===== src/hw/rtl/i2c_mbe_pkg.sv =====
// Package with the command codes, constants and word types of the I2C byte engine.
package i2c_mbe_pkg;

  // Command codes carried in the mode field.
  localparam logic [2:0] CMD_IDLE     = 3'd0;
  localparam logic [2:0] CMD_START    = 3'd1;
  localparam logic [2:0] CMD_STOP     = 3'd2;
  localparam logic [2:0] CMD_WRITE    = 3'd3;
  localparam logic [2:0] CMD_READ_ACK = 3'd4;
  localparam logic [2:0] CMD_READ_NAK = 3'd5;

  // Number of delay slots of each command.
  localparam logic [4:0] SLOTS_START_STOP = 5'd3;
  localparam logic [4:0] SLOTS_WRITE      = 5'd27;
  localparam logic [4:0] SLOTS_READ       = 5'd28;

  // Slot numbers with a special action.
  localparam logic [4:0] SLOT_WR_RELEASE = 5'd24;
  localparam logic [4:0] SLOT_WR_ACK     = 5'd25;
  localparam logic [4:0] SLOT_RD_LAST    = 5'd24;
  localparam logic [4:0] SLOT_RD_ACK     = 5'd25;
  localparam logic [4:0] SLOT_RD_CLK_HI  = 5'd26;

  // Register map.
  localparam logic       REG_DELAY_TICKS = 1'b0;
  localparam logic [15:0] DELAY_RESET    = 16'd55;

  typedef struct packed {
    logic [2:0] mode;
    logic [7:0] write_byte;
    logic       sda_in;
  } item_t;

  typedef struct packed {
    logic       scl_out;
    logic       sda_out;
    logic       busy_res;
    logic       done_res;
    logic       acked;
    logic [7:0] read_byte;
  } res_t;

endpackage


===== src/hw/rtl/i2c_mbe_seq.sv =====
// Pin sequencer of the I2C byte engine: command state, slot timing and pin actions.
module i2c_mbe_seq (
  input  logic                 clk_i,
  input  logic                 rst_ni,
  input  logic                 en_i,
  input  i2c_mbe_pkg::item_t   item_i,
  input  logic [15:0]          delay_ticks_i,
  output i2c_mbe_pkg::res_t    res_o
);

  typedef struct packed {
    logic [2:0] bit_idx;
    logic [1:0] phase;
  } bitpos_t;

  // Splits a slot number below 24 into bit index and phase (slot / 3 and slot % 3).
  function automatic bitpos_t split3(input logic [4:0] v);
    logic [2:0] q;
    logic [4:0] r;
    bitpos_t    p;
    q = 3'd0;
    for (int k = 1; k < 8; k++) begin
      if ({1'b0, v} >= 6'(3 * k)) begin
        q = 3'(k);
      end
    end
    r = v - 5'(3 * q);
    p.bit_idx = q;
    p.phase   = r[1:0];
    return p;
  endfunction

  logic [2:0]  cmd_q, cmd_d;
  logic [4:0]  slot_q, slot_d;
  logic [15:0] tick_q, tick_d;
  logic [7:0]  shift_q, shift_d;
  logic        ack_q, ack_d;
  logic        scl_q, scl_d;
  logic        sda_q, sda_d;
  logic [7:0]  tx_q, tx_d;

  logic [15:0] eff_ticks;
  logic [4:0]  slot_nxt;
  logic [4:0]  total;
  logic        run;
  logic        done;
  bitpos_t     wpos;
  bitpos_t     rpos;

  assign eff_ticks = (delay_ticks_i == 16'd0) ? 16'd1 : delay_ticks_i;
  assign slot_nxt  = slot_q + 5'd1;

  always_comb begin
    case (cmd_q)
      i2c_mbe_pkg::CMD_START, i2c_mbe_pkg::CMD_STOP: total = i2c_mbe_pkg::SLOTS_START_STOP;
      i2c_mbe_pkg::CMD_WRITE: total = i2c_mbe_pkg::SLOTS_WRITE;
      default: total = i2c_mbe_pkg::SLOTS_READ;
    endcase
  end

  // Timing: pick the next command, slot and tick count.
  always_comb begin
    cmd_d  = cmd_q;
    slot_d = slot_q;
    tick_d = tick_q;
    tx_d   = tx_q;
    run    = 1'b0;
    done   = 1'b0;
    if (cmd_q == i2c_mbe_pkg::CMD_IDLE) begin
      if (item_i.mode >= i2c_mbe_pkg::CMD_START && item_i.mode <= i2c_mbe_pkg::CMD_READ_NAK) begin
        cmd_d  = item_i.mode;
        slot_d = 5'd0;
        tick_d = 16'd1;
        run    = 1'b1;
        if (item_i.mode == i2c_mbe_pkg::CMD_WRITE) begin
          tx_d = item_i.write_byte;
        end
      end
    end else if (tick_q < eff_ticks) begin
      tick_d = tick_q + 16'd1;
    end else if (slot_nxt >= total) begin
      cmd_d  = i2c_mbe_pkg::CMD_IDLE;
      slot_d = 5'd0;
      tick_d = 16'd0;
      done   = 1'b1;
    end else begin
      slot_d = slot_nxt;
      tick_d = 16'd1;
      run    = 1'b1;
    end
  end

  assign wpos = split3(slot_d);
  assign rpos = split3(slot_d - 5'd1);

  // Pin action at the first tick of a slot.
  always_comb begin
    scl_d   = scl_q;
    sda_d   = sda_q;
    ack_d   = ack_q;
    shift_d = shift_q;
    if (run) begin
      case (cmd_d)
        i2c_mbe_pkg::CMD_START: begin
          if (slot_d == 5'd0) begin
            scl_d = 1'b1;
            sda_d = 1'b1;
          end else if (slot_d == 5'd1) begin
            sda_d = 1'b0;
          end else begin
            scl_d = 1'b0;
          end
        end
        i2c_mbe_pkg::CMD_STOP: begin
          if (slot_d == 5'd0) begin
            scl_d = 1'b0;
            sda_d = 1'b0;
          end else if (slot_d == 5'd1) begin
            scl_d = 1'b1;
          end else begin
            sda_d = 1'b1;
          end
        end
        i2c_mbe_pkg::CMD_WRITE: begin
          if (slot_d < i2c_mbe_pkg::SLOT_WR_RELEASE) begin
            if (wpos.phase == 2'd0) begin
              sda_d = tx_d[~wpos.bit_idx];
            end else if (wpos.phase == 2'd1) begin
              scl_d = 1'b1;
            end else begin
              scl_d = 1'b0;
            end
          end else if (slot_d == i2c_mbe_pkg::SLOT_WR_RELEASE) begin
            sda_d = 1'b1;
          end else if (slot_d == i2c_mbe_pkg::SLOT_WR_ACK) begin
            scl_d = 1'b1;
            ack_d = ~item_i.sda_in;
          end else begin
            scl_d = 1'b0;
          end
        end
        default: begin
          if (slot_d == 5'd0) begin
            sda_d = 1'b1;
          end else if (slot_d <= i2c_mbe_pkg::SLOT_RD_LAST) begin
            if (rpos.phase == 2'd0) begin
              scl_d = 1'b1;
            end else if (rpos.phase == 2'd1) begin
              shift_d[~rpos.bit_idx] = item_i.sda_in;
            end else begin
              scl_d = 1'b0;
            end
          end else if (slot_d == i2c_mbe_pkg::SLOT_RD_ACK) begin
            sda_d = (cmd_d == i2c_mbe_pkg::CMD_READ_ACK) ? 1'b0 : 1'b1;
          end else if (slot_d == i2c_mbe_pkg::SLOT_RD_CLK_HI) begin
            scl_d = 1'b1;
          end else begin
            scl_d = 1'b0;
          end
        end
      endcase
    end
  end

  always_ff @(posedge clk_i or negedge rst_ni) begin
    if (!rst_ni) begin
      cmd_q   <= i2c_mbe_pkg::CMD_IDLE;
      slot_q  <= 5'd0;
      tick_q  <= 16'd0;
      shift_q <= 8'd0;
      ack_q   <= 1'b0;
      scl_q   <= 1'b1;
      sda_q   <= 1'b1;
      tx_q    <= 8'd0;
    end else if (en_i) begin
      cmd_q   <= cmd_d;
      slot_q  <= slot_d;
      tick_q  <= tick_d;
      shift_q <= shift_d;
      ack_q   <= ack_d;
      scl_q   <= scl_d;
      sda_q   <= sda_d;
      tx_q    <= tx_d;
    end
  end

  assign res_o.scl_out   = scl_d;
  assign res_o.sda_out   = sda_d;
  assign res_o.busy_res  = (cmd_d != i2c_mbe_pkg::CMD_IDLE);
  assign res_o.done_res  = done;
  assign res_o.acked     = ack_d;
  assign res_o.read_byte = shift_d;

endmodule


===== src/hw/rtl/i2c_mbe_regs.sv =====
// Configuration register block of the I2C byte engine, reached over an APB-style port.
module i2c_mbe_regs (
  input  logic        clk_i,
  input  logic        rst_ni,
  input  logic        psel,
  input  logic        penable,
  input  logic        pwrite,
  input  logic [2:0]  paddr,
  input  logic [31:0] pwdata,
  output logic [31:0] prdata,
  output logic        pready,
  output logic [15:0] delay_ticks_o
);

  logic [15:0] delay_q, delay_d;
  logic        hit;

  assign hit   = (paddr[2] == i2c_mbe_pkg::REG_DELAY_TICKS);
  assign pready = 1'b1;

  always_comb begin
    delay_d = delay_q;
    if (psel && penable && pwrite && hit) begin
      delay_d = pwdata[15:0];
    end
  end

  always_ff @(posedge clk_i or negedge rst_ni) begin
    if (!rst_ni) begin
      delay_q <= i2c_mbe_pkg::DELAY_RESET;
    end else begin
      delay_q <= delay_d;
    end
  end

  assign prdata        = hit ? {16'd0, delay_q} : 32'd0;
  assign delay_ticks_o = delay_q;

endmodule


===== src/hw/rtl/i2c_master_byte_engine_core.sv =====
// Top level of the I2C byte engine: input register, pin sequencer and result register.
//
// This block is a bit-level I2C master that drives the SCL and SDA levels itself. Every
// input word is one tick: it may carry a command (start, stop, write a byte, read a byte
// and ACK it, read a byte and NAK it) and always carries the sampled SDA level. Each
// command runs through a fixed list of delay slots, and every slot lasts delay_ticks
// ticks (a value of zero acts as one); start and stop take 3 slots, a write 27 and a
// read 28, with bits sent and received MSB first. A command that arrives while another
// is still running is dropped. Every input word gives exactly one result word with the
// driven pin levels, the busy and done flags, the ACK seen after the last write and the
// byte shifted in by the last read. The engine takes one word per clock cycle while
// in_stall_o is low. A word is held in the input register, and the sequencer update
// moves its result word into the result register once that register is free. A stall
// on the result side holds both registers and reaches the input side in the same cycle
// only when both are full. The delay_ticks register sits at byte address 0 of the
// APB-style port, resets to 55, and should be written only while the engine is idle.
module i2c_master_byte_engine_core (
  input  logic        clk_i,
  input  logic        rst_ni,
  // Input words.
  input  logic        in_valid_i,
  output logic        in_stall_o,
  input  logic [2:0]  mode_i,
  input  logic [7:0]  write_byte_i,
  input  logic        sda_in_i,
  // Result words.
  output logic        out_valid_o,
  input  logic        out_stall_i,
  output logic        scl_out_o,
  output logic        sda_out_o,
  output logic        busy_res_o,
  output logic        done_res_o,
  output logic        acked_o,
  output logic [7:0]  read_byte_o,
  // Configuration port.
  input  logic        psel,
  input  logic        penable,
  input  logic        pwrite,
  input  logic [2:0]  paddr,
  input  logic [31:0] pwdata,
  output logic [31:0] prdata,
  output logic        pready
);

  logic               in_valid_q, in_valid_d;
  i2c_mbe_pkg::item_t in_item_q;
  i2c_mbe_pkg::item_t in_item;
  logic               out_valid_q, out_valid_d;
  i2c_mbe_pkg::res_t  out_res_q;
  i2c_mbe_pkg::res_t  seq_res;
  logic               out_free;
  logic               step;
  logic [15:0]        delay_ticks;

  // The result register can take a new word when it is empty or being drained.
  assign out_free   = !out_valid_q || !out_stall_i;
  // The input register holds its word only when the result register cannot take it.
  assign in_stall_o = in_valid_q && !out_free;
  // The sequencer advances exactly once per word that moves into the result register.
  assign step       = in_valid_q && out_free;

  assign in_item.mode       = mode_i;
  assign in_item.write_byte = write_byte_i;
  assign in_item.sda_in     = sda_in_i;

  always_comb begin
    in_valid_d = in_valid_q;
    if (!in_stall_o) begin
      in_valid_d = in_valid_i;
    end
    out_valid_d = out_valid_q;
    if (out_free) begin
      out_valid_d = in_valid_q;
    end
  end

  always_ff @(posedge clk_i or negedge rst_ni) begin
    if (!rst_ni) begin
      in_valid_q  <= 1'b0;
      out_valid_q <= 1'b0;
    end else begin
      in_valid_q  <= in_valid_d;
      out_valid_q <= out_valid_d;
    end
  end

  // Payload registers carry no reset.
  always_ff @(posedge clk_i) begin
    if (!in_stall_o && in_valid_i) begin
      in_item_q <= in_item;
    end
    if (step) begin
      out_res_q <= seq_res;
    end
  end

  i2c_mbe_seq u_seq (
    .clk_i         (clk_i),
    .rst_ni        (rst_ni),
    .en_i          (step),
    .item_i        (in_item_q),
    .delay_ticks_i (delay_ticks),
    .res_o         (seq_res)
  );

  i2c_mbe_regs u_regs (
    .clk_i         (clk_i),
    .rst_ni        (rst_ni),
    .psel          (psel),
    .penable       (penable),
    .pwrite        (pwrite),
    .paddr         (paddr),
    .pwdata        (pwdata),
    .prdata        (prdata),
    .pready        (pready),
    .delay_ticks_o (delay_ticks)
  );

  assign out_valid_o = out_valid_q;
  assign scl_out_o   = out_res_q.scl_out;
  assign sda_out_o   = out_res_q.sda_out;
  assign busy_res_o  = out_res_q.busy_res;
  assign done_res_o  = out_res_q.done_res;
  assign acked_o     = out_res_q.acked;
  assign read_byte_o = out_res_q.read_byte;

endmodule


===== config.mk =====
export PLATFORM = sky130hd
export DESIGN_NAME = i2c_master_byte_engine_core
export DESIGN_NICKNAME = d
export VERILOG_FILES = /design/src/hw/rtl/i2c_mbe_pkg.sv /design/src/hw/rtl/i2c_mbe_seq.sv /design/src/hw/rtl/i2c_mbe_regs.sv /design/src/hw/rtl/i2c_master_byte_engine_core.sv
export SDC_FILE = /design/constraint.sdc
export NUM_CORES = 1
export LEC_CHECK = 0
export BUFFER_PORTS_ARGS = -buffer_cell sky130_fd_sc_hd__buf_4
export CAP_MARGIN = 25
export CELL_PAD_IN_SITES_DETAIL_PLACEMENT = 1
export CELL_PAD_IN_SITES_GLOBAL_PLACEMENT = 1
export CORE_ASPECT_RATIO = 1.75
export CORE_UTILIZATION = 25
export CTS_CLUSTER_SIZE = 16
export DETAILED_ROUTE_END_ITERATION = 10
export PLACE_DENSITY_LB_ADDON = 0.1
export SLEW_MARGIN = 0
export SYNTH_ARGS = -nofsm -noshare
export SYNTH_HDL_FRONTEND = slang
export SYNTH_SLANG_ARGS = --single-unit

===== constraint.sdc =====
create_clock -name clk_i -period 17.7 [get_ports clk_i]
set_clock_uncertainty 0.1 [all_clocks]
set_input_delay 0.885 -clock clk_i [delete_from_list [all_inputs] [get_ports clk_i]]
set_output_delay 0.885 -clock clk_i [all_outputs]
set_load 0.02 [all_outputs]

==> flow_summary.json <==
{
  "outcome": "finished clean",
  "ys_ff_latch": 86,
  "setup_tns_ps": 0,
  "end_kind": "flop",
  "grt_pass1_wl_um": 29100,
  "setup_viol": 0,
  "drive_above_1_share": 0.224,
  "yosysWarnings": 0,
  "ys.flop_type": "dfrtp_1",
  "synth-seq-area-share": 0.381,
  "fin_cells": 995,
  "fillCellCount": 2723,
  "hpwl_um": 14300,
  "hold_slack_ps": 386,
  "cpMostUsedCell": "nand2_1",
  "vias": 5095,
  "postSynthCellCount": 636,
  "drv_slew": 0,
  "p_total_mw": 0.685,
  "relSlewSlack": 0.279,
  "drc": 0,
  "async_reset_ff_frac": 0.709,
  "hold_buffers": 0,
  "synth_area_sq_um": 6000,
  "cts_tree": "built",
  "min_period_ps": 7790,
  "coreArea_sq_um": 23400,
  "cp.arrival_ps": 7790,
  "groute.usage.overall": 0.153,
  "power_frac_seq": 0.394,
  "grt_pass1_vias": 5511,
  "cp_slowest_cell": "dfrtp_1",
  "fmax_mhz": 128,
  "path_buf_inv": 1,
  "start_kind": "flop",
  "clkLatencyLatePin_ps": 360,
  "tightestPinTransition_ps": 1080,
  "io_pins": 102,
  "numClockSinks": 86,
  "period_share": 0.440,
  "via_per_inst": 5.12,
  "htreeDepth": 3,
  "drt_iter0_markers": 115,
  "cp_max_fo": 14,
  "switching_share": 0.347,
  "slowest_delay_ps": 620,
  "die_x_um": 119,
  "num_rows": 74,
  "grt.overflow.total": 0,
  "dieArea_sq_um": 24700,
  "p_int_mw": 0.447,
  "worst-endpoint-required_ps": 17700,
  "clock_path_buffers": 2,
  "power_frac_comb": 0.296,
  "rsz0062_at_grt": "no",
  "antenna_found_initial": 0,
  "place_inst": 979,
  "p_leak_nw": 3.03,
  "clock-root-buffer": "clkbuf_16",
  "cts_resized": 0,
  "hold_violations": 0,
  "antenna_cells": 0,
  "routabilityCongestion": 0.828,
  "area_growth_pct": 16.9,
  "synth.avg_cell_area_sq_um": 9.44,
  "die_h_um": 207,
  "cts_buffers": 9,
  "pwr-share-clk": 0.310,
  "path_class": "reg -> reg",
  "ant_nets": 0,
  "worstHoldPathType": "reg -> reg",
  "nNetsFinal": 769,
  "synth_edf_count": 25,
  "cap_violations": 0,
  "avgRoutedWirePerCell_um": 18.3,
  "grt_max_degree": 62,
  "synth_cell_types": 86,
  "path_clk_slew_ps": 70,
  "final_util": 0.299,
  "postCtsSetupBuffers": 0,
  "dr.pass1.iters": 4,
  "port_buffers": 66,
  "initial_core_util": 0.256,
  "cp_top_family": "simple AND/OR/NAND/NOR gates",
  "finalWirelength_um": 18300,
  "peakVddDrop_v": 0.0000381,
  "p_per_area_nw_per_um2": 97.6,
  "p_switching_mw": 0.237,
  "cp_cell_sequence": "ha_1, xor2_1, ha_1, a211oi_1, o21ai_0, nand2_1, nand2_1, a21oi_2, a22o_1, inv_1, ha_1, or4_4, and2_1, nor4b_1, a21oi_2, nand2_1, or2_2, ha_1, nor4_1, nand2_1, and3b_1, nand2_1, mux2_1"
}
-- per-stage QoR --
stage                     cell area, sq um  worst slack, ps
after floorplan                       6060            11570
after global placement                6690             9900
after detailed placement              6690             9910
after CTS                             7020             9870
after global routing                  7020             9460
final                                 7020             9910
-- layout by cell type (no fill, tap or decap), drive strengths merged, types with 9 or more instances in the layout --
master and instances:
clkbuf 9, nand2 65, a211oi 10, dfrtp 54
buf 70, mux2i 10, edfxtp 25, a31oi 9
ha 29, o21ai 52, nor2 45, a21oi 30
and3 15, nand3 19, mux2 40, nor4 13
inv 30, nor3 15, conb 17
-- routing by layer --
metal / part of all wire / vias to the layer above / global-route usage
met1: 0.36 / 2521 / 0.146
met3: 0.026 / 46 / 0.0217
met5: 0 / - / 0
met2: 0.57 / 108 / 0.305
li1: - / 2420 / -
met4: 0.046 / 0 / 0.0931
-- cell usage after synthesis (8+ instances only) --
library cell,number,share of area
nor3_1,12,0.010
nand2_1,65,0.041
dfrtp_1,54,0.23
inv_1,26,0.016
o21ai_0,50,0.042
mux2i_1,9,0.015
a31oi_1,9,0.0094
buf_4,18,0.023
nor4_1,8,0.0083
clkbuf_1,15,0.0094
mux2_2,32,0.060
a22o_1,8,0.012
nand3_1,19,0.016
edfxtp_1,25,0.13
ha_1,29,0.060
a211oi_1,8,0.010
a21oi_1,28,0.023
mux2_1,8,0.015
nor2_1,44,0.028
and3_1,14,0.015
-- layout make-up --
type	instances	area, sq um	area share
Clock buffer	9	225	0.0321
Clock inverter	7	103	0.0146
Inverter	27	101	0.0144
Multi-Input combinational cell	492	3390	0.484
Sequential cell	86	2290	0.326
Tap cell	304	380	0.0542
Timing Repair Buffer	70	526	0.0749
-- worst paths after layout --
| check | start | endpoint | slack [ps] | depth (start not counted) |
|---|---|---|---|---|
| setup / recovery | u_seq.slot_q[0] | read_byte_o[6] | 9910 | 23 |
| hold / removal | in_item_q[2] | u_seq.tx_q[1] | 390 | 1 |
| setup reg to reg | u_seq.slot_q[0] | read_byte_o[6] | 9910 | 23 |
| hold reg to reg | in_item_q[2] | u_seq.tx_q[1] | 390 | 1 |
| max in group asynchronous | rst_ni | u_seq.ack_q | 16400 | 1 |
| min in group asynchronous | rst_ni | u_seq.shift_q[1] | 510 | 1 |
-- cells by family after synthesis --
group	share of synthesized area
xor gates and xnor gates	0.0146
and+or+nand+nor	0.193
other	0.00125
buffers and inverters	0.0636
DFF	0.381
AOI/OAI and AO/OA	0.192
muxes	0.0938
adders and majority gates	0.0605
-- state kept, by name, indices dropped and copies added (netlist names), 3 cells and up --
| register | cells |
|---|---|
| u_regs.delay_ticks_o | 16 |
| u_seq.tick_q | 16 |
| in_item_q | 12 |
| u_seq.shift_q | 8 |
| u_seq.slot_q | 5 |
| u_seq.tx_q | 8 |
| read_byte_o | 8 |
| u_seq.cmd_q | 3 |
-- power by group through the flow --
stage / registers (mW) / clock network [mW] / logic [mW]
2_1_floorplan: 0.262 / 0 / 0.152
3_3_place_gp: 0.272 / 0 / 0.200
3_5_place_dp: 0.273 / 0 / 0.206
4_1_cts: 0.270 / 0.221 / 0.207
5_1_grt: 0.275 / 0.226 / 0.226
6_report: 0.269 / 0.212 / 0.203
Note: power is estimated with default switching activity, not from simulation.
